===== src/rtl/core/assert_macros.svh =====
// Assertion macros used by the top level of the scaler block.
// No dependencies; include before the module that uses them.
`ifndef ASSERT_MACROS_SVH
`define ASSERT_MACROS_SVH

// Check a property on every clock edge outside reset.
`define ISC_ASSERT(lbl, clk, rst, prop) \
  lbl: assert property (@(posedge clk) disable iff (rst) (prop)) \
    else $error("isc assertion failed");

// Check that a condition implies another in the next cycle.
`define ISC_ASSERT_NEXT(lbl, clk, rst, ante, cons) \
  lbl: assert property (@(posedge clk) disable iff (rst) (ante) |=> (cons)) \
    else $error("isc assertion failed");

`endif


===== src/rtl/core/isc_div_pipe.sv =====
// Pipelined restoring divider, one quotient bit per register stage.
// Depends on nothing; the user must hold the divisor static while items flow (not enforced here).
module isc_div_pipe #(
  parameter int N = 29,
  parameter int D = 11
) (
  input  logic         clk,
  input  logic         en,
  input  logic [N-1:0] dividend,
  input  logic [D-1:0] divisor,
  output logic [N-1:0] quotient
);
  logic [D-1:0] rem_q [1:N-1];
  logic [N-1:0] nq_q  [1:N];
  logic [D-1:0] rem_s [0:N-1];
  logic [N-1:0] nq_s  [0:N-1];
  logic [D:0]   trial [0:N-1];
  logic         ge    [0:N-1];
  logic [D-1:0] rem_n [0:N-1];
  logic [N-1:0] nq_n  [0:N-1];

  always_comb begin
    rem_s[0] = '0;
    nq_s[0]  = dividend;
    for (int k = 1; k < N; k++) begin
      rem_s[k] = rem_q[k];
      nq_s[k]  = nq_q[k];
    end
    for (int k = 0; k < N; k++) begin
      trial[k] = {rem_s[k], nq_s[k][N-1]};
      ge[k]    = (trial[k] >= {1'b0, divisor});
      rem_n[k] = ge[k] ? D'(trial[k] - {1'b0, divisor}) : trial[k][D-1:0];
      nq_n[k]  = {nq_s[k][N-2:0], ge[k]};
    end
  end

  always_ff @(posedge clk) begin
    if (en) begin
      for (int k = 0; k < N - 1; k++) begin
        rem_q[k+1] <= rem_n[k];
      end
      for (int k = 0; k < N; k++) begin
        nq_q[k+1] <= nq_n[k];
      end
    end
  end

  assign quotient = nq_q[N];

endmodule


===== config.mk =====
export PLATFORM = sky130hd
export DESIGN_NAME = isc_div_pipe
export DESIGN_NICKNAME = d
export VERILOG_FILES = /design/src/rtl/core/assert_macros.svh /design/src/rtl/core/isc_div_pipe.sv
export SDC_FILE = /design/constraint.sdc
export NUM_CORES = 2
export LEC_CHECK = 0
export BUFFER_PORTS_ARGS = -buffer_cell sky130_fd_sc_hd__buf_2
export CAP_MARGIN = 20
export CORE_UTILIZATION = 59
export CTS_BUF_LIST = sky130_fd_sc_hd__clkbuf_8
export CTS_CLUSTER_DIAMETER = 60
export DETAILED_ROUTE_END_ITERATION = 8
export PLACE_DENSITY = 0.78
export SYNTH_ARGS = -nofsm -noshare
export SYNTH_HDL_FRONTEND = slang
export SYNTH_SLANG_ARGS = --single-unit

===== constraint.sdc =====
create_clock -name clk -period 2.42 [get_ports clk]
set_input_delay 0.242 -clock clk [delete_from_list [all_inputs] [get_ports clk]]
set_output_delay 0.242 -clock clk [all_outputs]
set_load 0.02 [all_outputs]

After elaboration in Yosys (flattened, before gate mapping)
Memory sizes are Yosys's and may differ from the RTL's.
Cells that the tools add are included.
W data, S select, Z words.
{"block": "classes", "addsub": 28, "magnitude_cmp": 29, "mux": 30}
{"operator": "$ge A12 B11 Y1", "n": 28}
{"operator": "$mux W11", "n": 28}
{"operator": "$sub A11 B11 Y11", "n": 27}
{"operator": "$ge A1 B11 Y1", "n": 1}
{"operator": "$sub A1 B11 Y11", "n": 1}
{"operator": "$mux W1", "n": 2}
{"block": "word_totals", "regBits": 0, "ramBits": 1149, "inputBits": 42, "n_memories": 2}
{"memory": "nq_q", "words": 29, "word_bits": 29, "rd": 29, "rd_ports_with_merged_regs": 0, "write_ports": 29, "line_no": "isc_div_pipe.sv:14", "text": "logic [N-1:0] nq_q [1:N];"}
{"memory": "rem_q", "words": 28, "word_bits": 11, "rd": 28, "rd_ports_with_merged_regs": 0, "write_ports": 28, "line_no": "isc_div_pipe.sv:13", "text": "logic [D-1:0] rem_q [1:N-1];"}

Depth between registers and ports, before layout
An unclocked memory read counts as a cell.
{"block": "depth", "depth_word": 3, "depth_mapped": 9, "ltp_nobuf": 8}

Least setup slack after synthesis
Ideal clock, no wire load.
{"block": "synth_timing", "path_type": "input port to flip-flop", "from": "input port divisor[1]", "to": "register rem_q[0][49] (netlist name)", "t_arrival_ns": 2.222, "required_time_ns": 2.164, "setup_slack_ns": -0.058, "path_stages": 7, "path_buffers": 0, "cell_sequence": "inv_1 -> ha_1 -> nor2b_1 -> o31a_1 -> o21a_1 -> or3_1 -> a31o_2"}
{"element": "start, declared", "line_no": "isc_div_pipe.sv:10", "text": "input logic [D-1:0] divisor,"}

==> results_dict.tcl <==
set metrics [dict create \
    tightest_slew_ns 0.613 \
    netlist_top_cells_area "edfxtp_1 (64%), ha_1 (7.2%), mux2_2 (4.8%), o21a_1 (2.0%), nor2_1 (2.0%)" \
    netlist_instances 3737 \
    dp_hpwl_um 70800 \
    core_area_mm2 0.0903 \
    hold_path.class "in -> reg" \
    critPathKind "reg -> reg" \
    ys_seq_elements 1149 \
    power_density_mw_per_mm2 1180 \
    worst_setup_path_end_kind "flip-flop" \
    drive_gt1_share_pct 27.2 \
    final_common_cell "edfxtp_1" \
    startpoint_type "flip-flop" \
    peakVddDrop_mv 0.747 \
    timing.final.crit_share_pct 99.1 \
    synth-xor-area-share_pct 2.16 \
    synthToLayoutAreaGrowth_pct 19.8 \
    syn_nets 4116 \
    synthMuxAreaShare_pct 6.40 \
    die_y_um 304 \
    max_slew_margin_pct 58.8 \
    drv_cap 0 \
    startpoint "nq_q[0][202]" \
    grt_first_pass_wirelength_um 164000 \
    grtUsageTotal_pct 22.2 \
    grt_pass1_vias 33500 \
    post-route-min-period_ns 2.40 \
    synthAdderAreaFrac_pct 8.20 \
    wl_um 103000 \
    min_from "divisor[3]" \
    mappedNetlistArea_mm2 0.0539 \
    portBuffers 70 \
    yosys.cell_types.count 60 \
    r2r-start "nq_q[0][202]" \
    cts_buffers 179 \
    cts_tree "done" \
    die_x_um 304 \
    post-route-util_pct 71.5 \
    async_flop_share_pct 0 \
    antenna_found_initial 3 \
    final_antenna_net_count 0 \
    initialDrtViolationCount 2133 \
    layout_common_cells "edfxtp_1 (1149), buf_4 (535), ha_1 (306), nor2_1 (287), mux2_2 (232)" \
    row_count 110 \
    gr-total-overflow 0 \
    clkSlewWorstSetupHoldPaths_ns 0.06 \
    outcome "finished, final reports clean" \
    clkLatencyLatePin_ns 0.85 \
    fin_ws_ns 0.0221 \
    drc_errors 0 \
    routedWlPerCell_um 17.6 \
    synthSimpleGateAreaFrac_pct 7.85 \
    synth_compound_area_share_pct 9.19 \
    ys.flop_type "edfxtp_1" \
    finClkSkew_ns 0.0331 \
    max_freq_mhz 417 \
    place_congestion 0.907 \
    fin_nets 4937 \
    vias_per_cell 5.62 \
    yosys.area.top_type "edfxtp_1" \
    post-place-ws_ns -0.298 \
    hold_viol 0 \
    die_area_mm2 0.0926 \
    vias 33000 \
    first_pass_iters 5 \
    htreeDepth 4 \
    synth_top_family_by_area "compound AO/OA/AOI/OAI gates" \
    initial_utilization_pct 59.7 \
    clk_path_buf_depth 3 \
    grt_max_degree 102 \
    power.total_mw 76.1 \
    cts-root-buf "clkbuf_8" \
    arrival_ns 2.96 \
    synth-seq-area-share_pct 64.0 \
    p_leak_nw 24.9 \
    required_ns 2.98 \
    cts_sinks 1149 \
    cp_max_fo 2 \
    synth-edff-count 1149 \
    ys_warn_count 0 \
    slew_viol_final 0 \
    synth_top_area_share_pct 64.0 \
    pin_count 71 \
    syn_avg_cell_area_um2 14.4 \
    n_fill_cell 5880 \
    setup_viol 0 \
]
through the flow:
step | setup TNS (ns) | cell area (um2) | std cells | hold WS, ns
5_1_grt | -0.532 | 64600 | 5867 | 0.0261
4_1_cts | -0.0307 | 64000 | 5852 | 0.0120
6_report | 0 | 64600 | 5867 | 0.0483
3_5_place_dp | -48.60 | 60200 | 5501 | 0.405
2_1_floorplan | 0 | 53900 | 3737 | 0.341
3_3_place_gp | -38.56 | 60200 | 5501 | 0.400
Yosys cell counts (all sizes together), types with 32 or more instances:
cell,n
mux2i,81
a21oi,151
edfxtp,1149
o211ai,32
nand3,76
nor2b,61
nor2,296
nor3,100
nand2,66
inv,179
buf,57
ha,310
o21a,145
mux2,234
nand2b,66
xnor2,120
o21ai,135
a211oi,62
nand4,37
and4,40
what timing repair did:
| action | CTS | global route |
|---|---|---|
| hold buffers | 36 | 0 |
| hold endpoints to repair | 86 | 0 |
| setup buffers | 3 | 7 |
| gates resized for setup | 31 | 114 |
| setup endpoints to repair | 76 | 225 |
| gates cloned | 1 | 5 |
| pin swaps | 1 | 13 |
cells by family (layout without fill, tap and decap cells):
kind of cell,Yosys count,after routing
simple gates,831,831
buf+inv,249,1200
flops,1149,1149
xor+xnor,133,133
compound gates,723,723
mux,315,315
fa+ha+maj,337,337
other cells,0,3
worst paths after layout:
| path | endpoint | slack, ns | depth (start not counted) |
|---|---|---|---|
| max | rem_q[0][87] | 0.02 | 9 |
| min | nq_q[0][29] | 0.05 | 5 |
| max reg2reg | rem_q[0][87] | 0.02 | 9 |
| min reg2reg | nq_q[0][567] | 0.39 | 0 |
critical path, cell delays in order (launching register included):
cell	delay, ns
edfxtp_1	0.32
inv_1	0.07
ha_2	0.19
fa_2	0.35
nand2b_4	0.15
buf_4	0.15
a211oi_4	0.29
or3_4	0.19
o311ai_2	0.12
mux2_2	0.30
metal layers:
metal | track usage, % | up-vias | part of all wire, %
li1 | - | 16200 | -
met1 | 27.7 | 15900 | 43
met2 | 38.6 | 680 | 50
met3 | 3.69 | 237 | 4.2
met4 | 8.77 | 0 | 2.9
met5 | 0 | - | 0
sequential cells by signal (all words and copies together), names as in the netlist:
register,count
nq_q,841
rem_q,308
final cells by class:
type | count | area [um2] | share of cell area (%)
timing repair buffer | 710 | 5920 | 9.17
clock inverter | 131 | 758 | 1.17
multi-input combinational | 2339 | 18800 | 29.0
sequential | 1149 | 34500 | 53.4
tap | 1176 | 1470 | 2.28
inverter | 179 | 679 | 1.05
clock buffer | 180 | 2480 | 3.84
antenna | 3 | 7.51 | 0.0116
power by group:
group | internal (mW) | switching, mW
clock network | 7.42 | 7.44
registers | 27.1 | 1.85
logic | 17.2 | 15.1
Power figures use the tool's default switching activity.
