--- src/rtl/core/assert_macros.svh ---
// Assertion macros used by the top level of the scaler block.
// No dependencies; include before the module that uses them.
`ifndef ASSERT_MACROS_SVH
`define ASSERT_MACROS_SVH

// Check a property on every clock edge outside reset.
`define ISC_ASSERT(lbl, clk, rst, prop) \
  lbl: assert property (@(posedge clk) disable iff (rst) (prop)) \
    else $error("isc assertion failed");

// Check that a condition implies another in the next cycle.
`define ISC_ASSERT_NEXT(lbl, clk, rst, ante, cons) \
  lbl: assert property (@(posedge clk) disable iff (rst) (ante) |=> (cons)) \
    else $error("isc assertion failed");

`endif

--- src/rtl/core/isc_pkg.sv ---
// Shared types, widths and helpers of the image scale and composite block.
// No dependencies.
package isc_pkg;

  localparam int COORD_W    = 10;
  localparam int SRC_DIM_W  = 8;
  localparam int OUT_DIM_W  = 11;
  localparam int WIN_W      = 19;
  localparam int OFS_W      = 20;
  localparam int DIV_W      = COORD_W + WIN_W;
  localparam int GMAG_W     = 19;
  localparam int SX_W       = DIV_W + 2;
  localparam int NUM_W      = 20;
  localparam int CFG_IDX_W  = 3;
  localparam int CFG_DATA_W = 48;

  localparam logic [1:0]  MODE_COVER        = 2'd0;
  localparam logic [1:0]  MODE_ICON         = 2'd2;
  localparam logic [7:0]  ALPHA_OPAQUE      = 8'hFF;
  localparam logic [7:0]  ALPHA_CLEAR       = 8'h00;
  localparam logic [10:0] GRAD_SPAN_DEFAULT = 11'd240;

  localparam logic [23:0] RGB565_RED_MASK   = 24'h00F800;
  localparam logic [23:0] RGB565_GREEN_MASK = 24'h0007E0;
  localparam logic [23:0] RGB565_BLUE_MASK  = 24'h00001F;

  typedef struct packed {
    logic               action;
    logic [6:0]         src_col;
    logic [6:0]         src_row;
    logic [7:0]         red;
    logic [7:0]         green;
    logic [7:0]         blue;
    logic [7:0]         alpha;
    logic [COORD_W-1:0] out_col;
    logic [COORD_W-1:0] out_row;
  } in_item_t;

  typedef struct packed {
    logic [15:0] pixel_rgb565;
    logic        in_margin;
  } out_item_t;

  typedef struct packed {
    logic [SRC_DIM_W-1:0]   dw;
    logic [SRC_DIM_W-1:0]   dh;
    logic [OUT_DIM_W-1:0]   ow;
    logic [OUT_DIM_W-1:0]   oh;
    logic [WIN_W-1:0]       usew;
    logic [WIN_W-1:0]       useh;
    logic [OFS_W-1:0]       ox;
    logic [OFS_W-1:0]       oy;
    logic [OUT_DIM_W-1:0]   span;
    logic [COORD_W-1:0]     row_ofs;
    logic [CFG_DATA_W-1:0]  colors;
    logic [1:0]             mode;
    logic                   empty;
  } geom_t;

  typedef struct packed {
    logic        render;
    logic        we;
    logic        outside;
    logic [23:0] bg;
    logic [31:0] wdata;
  } front_t;

  function automatic logic [15:0] pack565(logic [7:0] r, logic [7:0] g, logic [7:0] b);
    logic [23:0] rgb;
    rgb = {r, g, b};
    return 16'(((rgb >> 8) & RGB565_RED_MASK) | ((rgb >> 5) & RGB565_GREEN_MASK) |
               ((rgb >> 3) & RGB565_BLUE_MASK));
  endfunction

endpackage

--- src/rtl/core/isc_if.sv ---


interface isc_cfg_if;
  import isc_pkg::*;
  logic                  valid;
  logic                  ready;
  logic [CFG_IDX_W-1:0]  index;
  logic [CFG_DATA_W-1:0] wdata;
  modport source (output valid, output index, output wdata, input ready);
  modport sink (input valid, input index, input wdata, output ready);
endinterface

--- src/rtl/core/isc_setup.sv ---
// Configuration registers and window setup sequencer (serial divider).
// Depends on isc_pkg and isc_if.
module isc_setup #(
  parameter int SOURCE_WIDTH_MAX  = 128,
  parameter int SOURCE_HEIGHT_MAX = 128,
  parameter int OUTPUT_DIM_MAX    = 1024
) (
  input  logic          clk,
  input  logic          rst,
  isc_cfg_if.sink       cfg,
  output isc_pkg::geom_t geom,
  output logic          busy
);
  import isc_pkg::*;

  localparam int CNT_W = $clog2(NUM_W);

  typedef enum logic [1:0] {S_IDLE, S_PREP, S_DIV, S_FIN} state_t;
  typedef enum logic [2:0] {
    REG_GRAD_COLORS, REG_GRAD_ROW_OFFSET, REG_GRAD_SPAN_ROWS, REG_SOURCE_WIDTH,
    REG_SOURCE_HEIGHT, REG_OUTPUT_WIDTH, REG_OUTPUT_HEIGHT, REG_SCALE_MODE
  } cfg_reg_t;

  state_t                state;
  logic [CFG_DATA_W-1:0] colors;
  logic [COORD_W-1:0]    row_ofs;
  logic [10:0]           span_rows;
  logic [7:0]            src_w;
  logic [7:0]            src_h;
  logic [10:0]           out_w;
  logic [10:0]           out_h;
  logic [1:0]            mode;
  logic                  use_x;
  logic [11:0]           rem;
  logic [NUM_W-1:0]      quo;
  logic [CNT_W-1:0]      cnt;
  logic [WIN_W-1:0]      usew;
  logic [WIN_W-1:0]      useh;
  logic [OFS_W-1:0]      ox;
  logic [OFS_W-1:0]      oy;

  logic [SRC_DIM_W-1:0]  dw, dh;
  logic [OUT_DIM_W-1:0]  ow, oh, span;
  logic [18:0]           prod_a, prod_b;
  logic                  use_x_c;
  logic [NUM_W-1:0]      num_c;
  logic [11:0]           den;
  logic [12:0]           trial;
  logic                  ge;
  logic [WIN_W-1:0]      usew_c, useh_c;
  logic [20:0]           diffx, diffy, adjx, adjy;

  assign cfg.ready = 1'b1;
  assign busy = (state != S_IDLE);

  always_comb begin
    dw = ({24'd0, src_w} > SOURCE_WIDTH_MAX) ? SRC_DIM_W'(SOURCE_WIDTH_MAX) : src_w;
    dh = ({24'd0, src_h} > SOURCE_HEIGHT_MAX) ? SRC_DIM_W'(SOURCE_HEIGHT_MAX) : src_h;
    if (out_w == '0) begin
      ow = OUT_DIM_W'(1);
    end else if ({21'd0, out_w} > OUTPUT_DIM_MAX) begin
      ow = OUT_DIM_W'(OUTPUT_DIM_MAX);
    end else begin
      ow = out_w;
    end
    if (out_h == '0) begin
      oh = OUT_DIM_W'(1);
    end else if ({21'd0, out_h} > OUTPUT_DIM_MAX) begin
      oh = OUT_DIM_W'(OUTPUT_DIM_MAX);
    end else begin
      oh = out_h;
    end
    span = (span_rows < 11'd2) ? (GRAD_SPAN_DEFAULT - 11'd1) : (span_rows - 11'd1);
    prod_a = dw * oh;
    prod_b = dh * ow;
    use_x_c = (mode == MODE_COVER) ? (prod_a < prod_b) : (prod_a > prod_b);
    num_c = use_x_c ? ({prod_a, 1'b0} + {9'd0, ow}) : ({prod_b, 1'b0} + {9'd0, oh});
    den = use_x ? {ow, 1'b0} : {oh, 1'b0};
    trial = {rem, quo[NUM_W-1]};
    ge = (trial >= {1'b0, den});
    usew_c = use_x ? {11'd0, dw} : quo[WIN_W-1:0];
    useh_c = use_x ? quo[WIN_W-1:0] : {11'd0, dh};
    diffx = {13'd0, dw} - {2'd0, usew_c};
    diffy = {13'd0, dh} - {2'd0, useh_c};
    adjx = diffx + {20'd0, diffx[20]};
    adjy = diffy + {20'd0, diffy[20]};
  end

  always_ff @(posedge clk) begin
    if (rst) begin
      state     <= S_PREP;
      colors    <= '0;
      row_ofs   <= '0;
      span_rows <= GRAD_SPAN_DEFAULT;
      src_w     <= '0;
      src_h     <= '0;
      out_w     <= 11'd1;
      out_h     <= 11'd1;
      mode      <= MODE_COVER;
      cnt       <= '0;
    end else if (cfg.valid && cfg.ready) begin
      unique case (cfg_reg_t'(cfg.index))
        REG_GRAD_COLORS:     colors    <= cfg.wdata;
        REG_GRAD_ROW_OFFSET: row_ofs   <= cfg.wdata[COORD_W-1:0];
        REG_GRAD_SPAN_ROWS:  span_rows <= cfg.wdata[10:0];
        REG_SOURCE_WIDTH:    src_w     <= cfg.wdata[7:0];
        REG_SOURCE_HEIGHT:   src_h     <= cfg.wdata[7:0];
        REG_OUTPUT_WIDTH:    out_w     <= cfg.wdata[10:0];
        REG_OUTPUT_HEIGHT:   out_h     <= cfg.wdata[10:0];
        REG_SCALE_MODE:      mode      <= cfg.wdata[1:0];
      endcase
      state <= S_PREP;
    end else begin
      unique case (state)
        S_IDLE: begin
        end
        S_PREP: begin
          use_x <= use_x_c;
          quo   <= num_c;
          rem   <= '0;
          cnt   <= '0;
          state <= S_DIV;
        end
        S_DIV: begin
          rem <= ge ? 12'(trial - {1'b0, den}) : trial[11:0];
          quo <= {quo[NUM_W-2:0], ge};
          cnt <= cnt + CNT_W'(1);
          if (cnt == CNT_W'(NUM_W - 1)) begin
            state <= S_FIN;
          end
        end
        S_FIN: begin
          usew  <= usew_c;
          useh  <= useh_c;
          ox    <= adjx[20:1];
          oy    <= adjy[20:1];
          state <= S_IDLE;
        end
      endcase
    end
  end

  assign geom = '{dw: dw, dh: dh, ow: ow, oh: oh, usew: usew, useh: useh, ox: ox, oy: oy,
                  span: span, row_ofs: row_ofs, colors: colors, mode: mode,
                  empty: (dw == '0) || (dh == '0)};

endmodule

--- src/flat_wrapper.sv ---
// flat-port wrapper written by rule: the top's interface ports become plain ports
module isc_setup_flat import isc_pkg::*;
#(
  parameter int SOURCE_WIDTH_MAX  = 128,
  parameter int SOURCE_HEIGHT_MAX = 128,
  parameter int OUTPUT_DIM_MAX    = 1024
)
  (clk, rst, geom, busy, cfg_valid, cfg_index, cfg_wdata, cfg_ready);
  isc_cfg_if cfg_i ();
  input  logic clk;
  input  logic rst;
  output isc_pkg::geom_t geom;
  output logic busy;
  input wire logic [$bits(cfg_i.valid)-1:0] cfg_valid;
  input wire logic [$bits(cfg_i.index)-1:0] cfg_index;
  input wire logic [$bits(cfg_i.wdata)-1:0] cfg_wdata;
  output wire logic [$bits(cfg_i.ready)-1:0] cfg_ready;
  assign cfg_i.valid = cfg_valid;
  assign cfg_i.index = cfg_index;
  assign cfg_i.wdata = cfg_wdata;
  assign cfg_ready = cfg_i.ready;
  isc_setup #(.SOURCE_WIDTH_MAX(SOURCE_WIDTH_MAX), .SOURCE_HEIGHT_MAX(SOURCE_HEIGHT_MAX), .OUTPUT_DIM_MAX(OUTPUT_DIM_MAX)) u_core (.clk(clk), .rst(rst), .cfg(cfg_i), .geom(geom), .busy(busy));
endmodule
--- config.mk ---
export PLATFORM = sky130hd
export DESIGN_NAME = isc_setup_flat
export DESIGN_NICKNAME = d
export VERILOG_FILES = /design/src/rtl/core/assert_macros.svh /design/src/rtl/core/isc_pkg.sv /design/src/rtl/core/isc_if.sv /design/src/rtl/core/isc_setup.sv /design/src/flat_wrapper.sv
export SDC_FILE = /design/constraint.sdc
export NUM_CORES = 1
export LEC_CHECK = 0
export ABC_AREA = 1
export BUFFER_PORTS_ARGS = -buffer_cell sky130_fd_sc_hd__clkbuf_2
export CAP_MARGIN = 5
export CORE_MARGIN = 5
export CORE_UTILIZATION = 50
export DETAILED_ROUTE_END_ITERATION = 10
export GPL_TIMING_DRIVEN = 0
export PLACE_DENSITY = 0.7
export SLEW_MARGIN = 20
export SYNTH_ARGS = -nofsm -noshare
export SYNTH_HDL_FRONTEND = slang
export SYNTH_SLANG_ARGS = --single-unit
--- constraint.sdc ---
create_clock -name clk -period 13.2 [get_ports clk]
set_clock_uncertainty 0.1 [all_clocks]
set_input_delay 0.66 -clock clk [delete_from_list [all_inputs] [get_ports clk]]
set_output_delay 0.66 -clock clk [all_outputs]
set_load 0.02 [all_outputs]
* Yosys cells after proc, flatten, opt, wreduce, memory -nomap -nowiden *
Cells that the tools add are included.

storage, ports and cells
  register bits after elaboration = 227
  bits of input ports = 54
  output and inout bits = 190
  logic and storage cells = 92

cells by class
  add/sub/neg operators = 9
  $mul = 2
  order comparisons = 8
  equal/unequal tests = 12
  multiplexer cells = 18
  bitwise logic cells = 2
  reductions and logical operators = 24

operator list
  operator                                                      count
  two-way mux 11 bit                                            5
  adder 21 x 1 -> 21 bit                                        2
  adder 20 x 11 -> 20 bit                                       2
  one-hot mux 20 bit (2 select lines)                           1
  subtractor 8 x 19 -> 20 bit                                   2
  multiplier 8 x 11 -> 19 bit                                   2
  two-way mux 19 bit                                            2
  two-way mux 12 bit                                            2
  one-hot mux 12 bit (2 select lines)                           1
  > comparator 11 bit (second input constant)                   2
  zero test 11 bit                                              2
  two-way mux 20 bit                                            1
  AND reduction 2 bit                                           10
  > comparator 19 bit                                           1
  less-than comparator 19 bit                                   1
  > comparator 8 bit (second input constant)                    2
  zero test 8 bit                                               2
  two-way mux 8 bit                                             2
  greater-or-equal comparator 13 x 12 -> 1 bit                  1
  equality test 3 bit (second input constant)                   4
  subtractor 12 bit                                             1
  less-than comparator 11 x 2 -> 1 bit (second input constant)  1
  subtractor 11 x 1 -> 11 bit (second input constant)           1
  one-hot mux 5 bit (2 select lines)                            1
  18 further kinds                                              24

* Longest topological paths before layout *
  word-level depth = 8
  depth in mapped cells = 43
  gate-level depth less buffers = 43

* Worst setup path after synthesis *
Ideal clock, no wire load.

  path type = register -> register
  start = register u_core.out_h[3]
  end = register u_core.quo[12], data pin
  setup time = 0.252 ns
  arrival = 6.140 ns
  required time = 12.848 ns
  path slack = 6.708 ns
  stages on the path, launching flop included = 37
  buffers on the path = 1
  clock period less this slack = 6.492 ns
  path through = dfxtp_1 > nor2_1 > nand3_1 > o21ai_4 > inv_1 > nor2_1 > inv_1 > nor2_1 > fa_1 > fa_1 > fa_1 > inv_1 > fa_1 > inv_1 > ha_1 > nand2_1 > nor2_2 > and2_1 > nand2_2 > nand2_1 > nand2_1 > a21oi_1 > o21ai_0 > nand2_1 > inv_1 > ha_1 > nand2_1 > inv_1 > nand4_1 > nand3_1 > nand2_2 > nand2_4 > inv_4 > buf_6 > nand3_1 > nand2_1 > nand2_1

RTL lines
  element                   line              text
  start: declaration        isc_setup.sv:31   logic [10:0] out_h;
  start signal: assignment  isc_setup.sv:109  REG_OUTPUT_HEIGHT: out_h <= cfg.wdata[10:0];
  end signal: assignment    isc_setup.sv:119  quo <= num_c;
  end signal: assignment    isc_setup.sv:126  quo <= {quo[NUM_W-2:0], ge};
  end: declaration          isc_setup.sv:35   logic [NUM_W-1:0] quo;

* Worst setup path in the final report *
  start = register u_core.src_h[7]
  end = register u_core.quo[12], data pin

on the way
  longest elaborated chain between the ends = 7
  elaborated cells between the ends (all ways) = 9
  those cells by class = add/sub: 1; mul: 1; order compare: 3; mux: 4

RTL lines
  element                                                             line              text
  start: declaration                                                  isc_setup.sv:29   logic [7:0] src_h;
  start signal: assignment                                            isc_setup.sv:107  REG_SOURCE_HEIGHT: src_h <= cfg.wdata[7:0];
  > comparator 8 bit                                                  isc_setup.sv:58   dh = ({24'd0, src_h} > SOURCE_HEIGHT_MAX) ? SRC_DIM_W'(SOURCE_HEIGHT_MAX) : src_h;
  two-way mux 8 bit *                                                 isc_setup.sv:58
  multiplier 8 x 11 -> 19 bit *                                       isc_setup.sv:75   prod_b = dh * ow;
  > comparator 19 bit or less-than comparator 19 bit (tied branches)  isc_setup.sv:76   use_x_c = (mode == MODE_COVER) ? (prod_a < prod_b) : (prod_a > prod_b);
  two-way mux 1 bit                                                   isc_setup.sv:76
  two-way mux 20 bit *                                                isc_setup.sv:77   num_c = use_x_c ? ({prod_a, 1'b0} + {9'd0, ow}) : ({prod_b, 1'b0} + {9'd0, oh});
  one-hot mux 20 bit (2 select lines) *                               isc_setup.sv:114  unique case (state)

Every way passes the cells marked *; elsewhere a longest branch is shown, timed or not.
A chain may end at the register's enable or synchronous reset.

==> impl_metrics.xml <==
<?xml version="1.0" encoding="UTF-8"?>
<metrics>
  <group name="pwr">
    <metric name="cellPowerDensity" unit="nW/um^2">93.59</metric>
    <metric name="p_leak" unit="uW">0.01155</metric>
    <metric name="irDropWorstVdd" unit="mV">0.08998</metric>
  </group>
  <group name="clocking">
    <metric name="cts_htree_levels" unit="">1</metric>
    <metric name="cts_tree" unit="">yes</metric>
    <metric name="cts_setup_buffers" unit="">0</metric>
    <metric name="post_cts_resized" unit="">0</metric>
    <metric name="clockBufferDepth" unit="">3</metric>
    <metric name="clock_sink_count" unit="">227</metric>
    <metric name="clk_pin_slew_worst_paths" unit="ps">60</metric>
    <metric name="cts.hold.buffers_added" unit="">0</metric>
    <metric name="cts-buffers-inserted" unit="">25</metric>
    <metric name="cts_root_buffer" unit="">sky130_fd_sc_hd__clkbuf_16</metric>
    <metric name="clkLatencyLatePin" unit="ps">550</metric>
  </group>
  <group name="logic_synthesis">
    <metric name="yosysTopAreaCell" unit="">sky130_fd_sc_hd__edfxtp_1</metric>
    <metric name="asyncSetResetFlopFracSynth" unit="">0</metric>
    <metric name="synthFlopType" unit="">sky130_fd_sc_hd__dfxtp_1</metric>
    <metric name="synth_sequential_area_ratio" unit="">0.2888</metric>
    <metric name="synth_seq_cells" unit="">227</metric>
    <metric name="ys_warn_count" unit="">0</metric>
    <metric name="yosys-top-cells-area" unit="">sky130_fd_sc_hd__edfxtp_1 (17%), sky130_fd_sc_hd__dfxtp_1 (12%), sky130_fd_sc_hd__fa_1 (12%), sky130_fd_sc_hd__nand2_1 (11%), sky130_fd_sc_hd__ha_1 (9.6%)</metric>
    <metric name="yosys.area_share.adder" unit="">0.2120</metric>
    <metric name="synth.distinct_cells" unit="">56</metric>
    <metric name="synth_top_area_frac" unit="">0.1702</metric>
    <metric name="largest_family_of_logic_cells_by_synthesized_area" unit="">simple AND/OR/NAND/NOR gates</metric>
    <metric name="area_fraction_in_and_or_nand_and_nor_cells_after_synthesis" unit="">0.2689</metric>
    <metric name="netlist_instances" unit="">2694</metric>
    <metric name="muxShareOfSynthArea" unit="">0</metric>
    <metric name="synth-xor-area-share" unit="">0.04377</metric>
    <metric name="synth_nets" unit="">3012</metric>
    <metric name="synth.avg_cell_area" unit="um^2">7.269</metric>
    <metric name="synth-edff-count" unit="">111</metric>
    <metric name="post-synth-top-count-cell" unit="">sky130_fd_sc_hd__nand2_1</metric>
    <metric name="synth-compound-area-share" unit="">0.08549</metric>
    <metric name="synth_area" unit="um^2">19580</metric>
    <metric name="post_synth_most_frequent_cells" unit="">sky130_fd_sc_hd__nand2_1 (552), sky130_fd_sc_hd__nor2_1 (494), sky130_fd_sc_hd__inv_1 (443)</metric>
  </group>
  <group name="finish">
    <metric name="multiInputGateArea" unit="um^2">11970</metric>
    <metric name="antennaDiodeCount" unit="">0</metric>
    <metric name="layout_cell_share_with_drive_strength_beyond_1" unit="">0.1173</metric>
    <metric name="nFillCells" unit="">3722</metric>
    <metric name="flow.area_growth_from_synthesis" unit="%">14.07</metric>
    <metric name="final_core_utilization" unit="">0.5766</metric>
    <metric name="finish.net_count" unit="">3282</metric>
    <metric name="layout.area.seq" unit="um^2">5655</metric>
  </group>
  <group name="setup_path">
    <metric name="endpoint_kind" unit="">register</metric>
    <metric name="arrival" unit="ps">8230</metric>
    <metric name="critical_path.most_common_cell" unit="">sky130_fd_sc_hd__nand2_1</metric>
    <metric name="critical_path_class" unit="">register to register</metric>
    <metric name="critical_path.max_stage_delay" unit="ps">800</metric>
    <metric name="critPathSlowestCell" unit="">sky130_fd_sc_hd__nor2_1</metric>
    <metric name="path_max_fanout" unit="">10</metric>
    <metric name="start_kind" unit="">register</metric>
    <metric name="cpLargestDelayFamily" unit="">adder cells</metric>
    <metric name="worst-endpoint-required" unit="ps">13390</metric>
    <metric name="worstPathBufferInverterCount" unit="">9</metric>
  </group>
  <group name="placed_design">
    <metric name="post-dp-hpwl" unit="mm">49.25</metric>
    <metric name="port_buffers" unit="">240</metric>
    <metric name="globalplace.congestion" unit="">0.9984</metric>
  </group>
  <group name="timing">
    <metric name="period_needed" unit="ps">8044</metric>
    <metric name="timing.slew.headroom" unit="">0.3156</metric>
    <metric name="fmaxAchievable" unit="MHz">124.3</metric>
    <metric name="tns" unit="ps">0</metric>
    <metric name="worst_pin_slew" unit="ps">1023</metric>
    <metric name="final_hold_viol_count" unit="">0</metric>
    <metric name="finalSetupViolations" unit="">0</metric>
    <metric name="rsz0062_at_grt" unit="">no</metric>
    <metric name="post-route-period-util" unit="">0.6094</metric>
    <metric name="maxSlewViolCount" unit="">0</metric>
  </group>
  <group name="detailed_routing">
    <metric name="drt_iter0_markers" unit="">1263</metric>
    <metric name="drc" unit="">0</metric>
    <metric name="drt.antenna.violating_nets" unit="">0</metric>
    <metric name="wire_per_inst" unit="um">17.32</metric>
    <metric name="route.vias.total" unit="">18441</metric>
    <metric name="viasPerCell" unit="">5.267</metric>
    <metric name="drt_pass1_iterations" unit="">9</metric>
    <metric name="routed_wirelength" unit="mm">60.65</metric>
  </group>
  <group name="run_status">
    <metric name="run_status" unit="">finished clean</metric>
  </group>
  <group name="floorplan">
    <metric name="floorplan.initialDensity" unit="">0.5055</metric>
    <metric name="ios" unit="">244</metric>
    <metric name="fp.dieArea" unit="um^2">43220</metric>
    <metric name="core" unit="um^2">38740</metric>
    <metric name="rows" unit="">72</metric>
    <metric name="die_width" unit="um">207.9</metric>
    <metric name="die_h" unit="um">207.9</metric>
  </group>
  <group name="global_route">
    <metric name="number_of_antenna_violations_at_the_first_check_in_global_routing" unit="">0</metric>
    <metric name="number_of_global_route_vias_before_repair" unit="">18575</metric>
    <metric name="grt_pass1_wl" unit="mm">97.02</metric>
    <metric name="grt_start_max_net_pins" unit="">31</metric>
    <metric name="grt-ovfl-total" unit="">0</metric>
    <metric name="gr-usage-all-layers" unit="">0.2745</metric>
  </group>
  <group name="worst_hold_path">
    <metric name="worstHoldPathType" unit="">input port to register</metric>
  </group>
  <group name="job">
    <metric name="max_cap_violations" unit="">0</metric>
  </group>
</metrics>
[state kept, by name (all words and copies together) (netlist names)]
signal and count:
u_core.cnt 5, u_core.colors 48, u_core.mode 2, u_core.out_h 11, u_core.out_w 11, u_core.ox 20, u_core.oy 20, u_core.quo 20
u_core.rem 12, u_core.row_ofs 10, u_core.span_rows 11, u_core.src_h 8, u_core.src_w 8, u_core.state 2, u_core.use_x 1, u_core.useh 19
u_core.usew 19
[per-layer routing]
metal	vias up	track usage	part of all wire
met5	-	0	0
met4	0	0.1153	0.051
met3	156	0.05633	0.085
met2	745	0.4621	0.46
met1	8546	0.3453	0.40
li1	8994	-	-
[worst paths after layout]
kind	start	end	slack [ps]	cells after the start
setup / recovery	u_core.src_h[7]$_SDFFE_PP0P_	u_core.quo[12]$_DFFE_PP_	5160	32
hold / removal	cfg_wdata[19]	u_core.colors[19]$_SDFFE_PP0P_	240	3
setup reg to reg	u_core.src_h[7]$_SDFFE_PP0P_	u_core.quo[12]$_DFFE_PP_	5160	32
hold reg to reg	u_core.out_w[4]$_SDFFE_PP0P_	u_core.out_w[4]$_SDFFE_PP0P_	380	2
[report_power, final]
part	total (uW)	internal (uW)	leakage, uW	switching (uW)
combinational	582	184	0.00920	398
clock	701	406	0.000403	294
sequential	807	788	0.00195	19.6
total	2090	1380	0.0116	712
[cell families (layout without fill, tap and decap cells)]
logic type               Yosys count  after routing
AND/OR/NAND/NOR                 1276           1276
adder cells (fa/ha/maj)          264            264
buffers and inverters            516            805
flip-flops                       227            227
XOR/XNOR                          97             97
AO/OA/AOI/OAI                    313            313
other                              1              1
[metrics by stage]
| stage | cells | hold slack, ps | instance area [um^2] | total power, uW | worst slack (ps) |
|---|---|---|---|---|---|
| floorplan | 2694 | 344.4 | 19580 | 1227 | 6708 |
| global placement | 3452 | 360.0 | 21430 | 1384 | 5135 |
| detailed placement | 3455 | 370.9 | 21510 | 1396 | 5039 |
| CTS | 3501 | 228.3 | 22340 | 2094 | 5028 |
| global route | 3501 | 239.8 | 22340 | 2197 | 4684 |
| finish | 3501 | 237.3 | 22340 | 2091 | 5156 |
[worst min-delay path, delay by kind of cell]
| family | cells | cell delay (ps) |
|---|---|---|
| buffers and inverters | 1 | 70 |
| and+or+nand+nor | 2 | 120 |
[final cells by class]
type	instances	area share
timing repair buffer	243	0.05680
clock buffer	31	0.03036
sequential	227	0.2532
clock inverter	15	0.006385
buffer	62	0.01199
multi-input combinational	1951	0.5359
tap	518	0.02901
inverter	454	0.07640
[layout by cell type (no fill, tap or decap), drive strengths merged]
master    netlist  layout
fa            113     113
buf            12      15
edfxtp        111     111
ha            151     151
clkinvlp        0       2
o21bai          5       5
o31ai           2       2
o41ai           1       1
a31oi           4       4
a211oi          1       1
nor2          508     508
and3            3       3
nand3b          4       4
nand3         116     116
a21boi          1       1
nor3b           2       2
a21oi         110     110
o221ai          1       1
inv           446     450
a21o            4       4
conb            1       1
o21a            1       1
o21ai         176     176
nand2         569     569
clkinv          8      15
o2111ai         1       1
or2             5       5
nand4          29      29
o311a           1       1
dfxtp         116     116
nor4            8       8
clkbuf         50     321
nor3           27      27
xnor2          28      28
and2            5       5
xor2           69      69
o211ai          5       5
bufinv          0       2
Note: power is estimated with default switching activity, not from simulation.
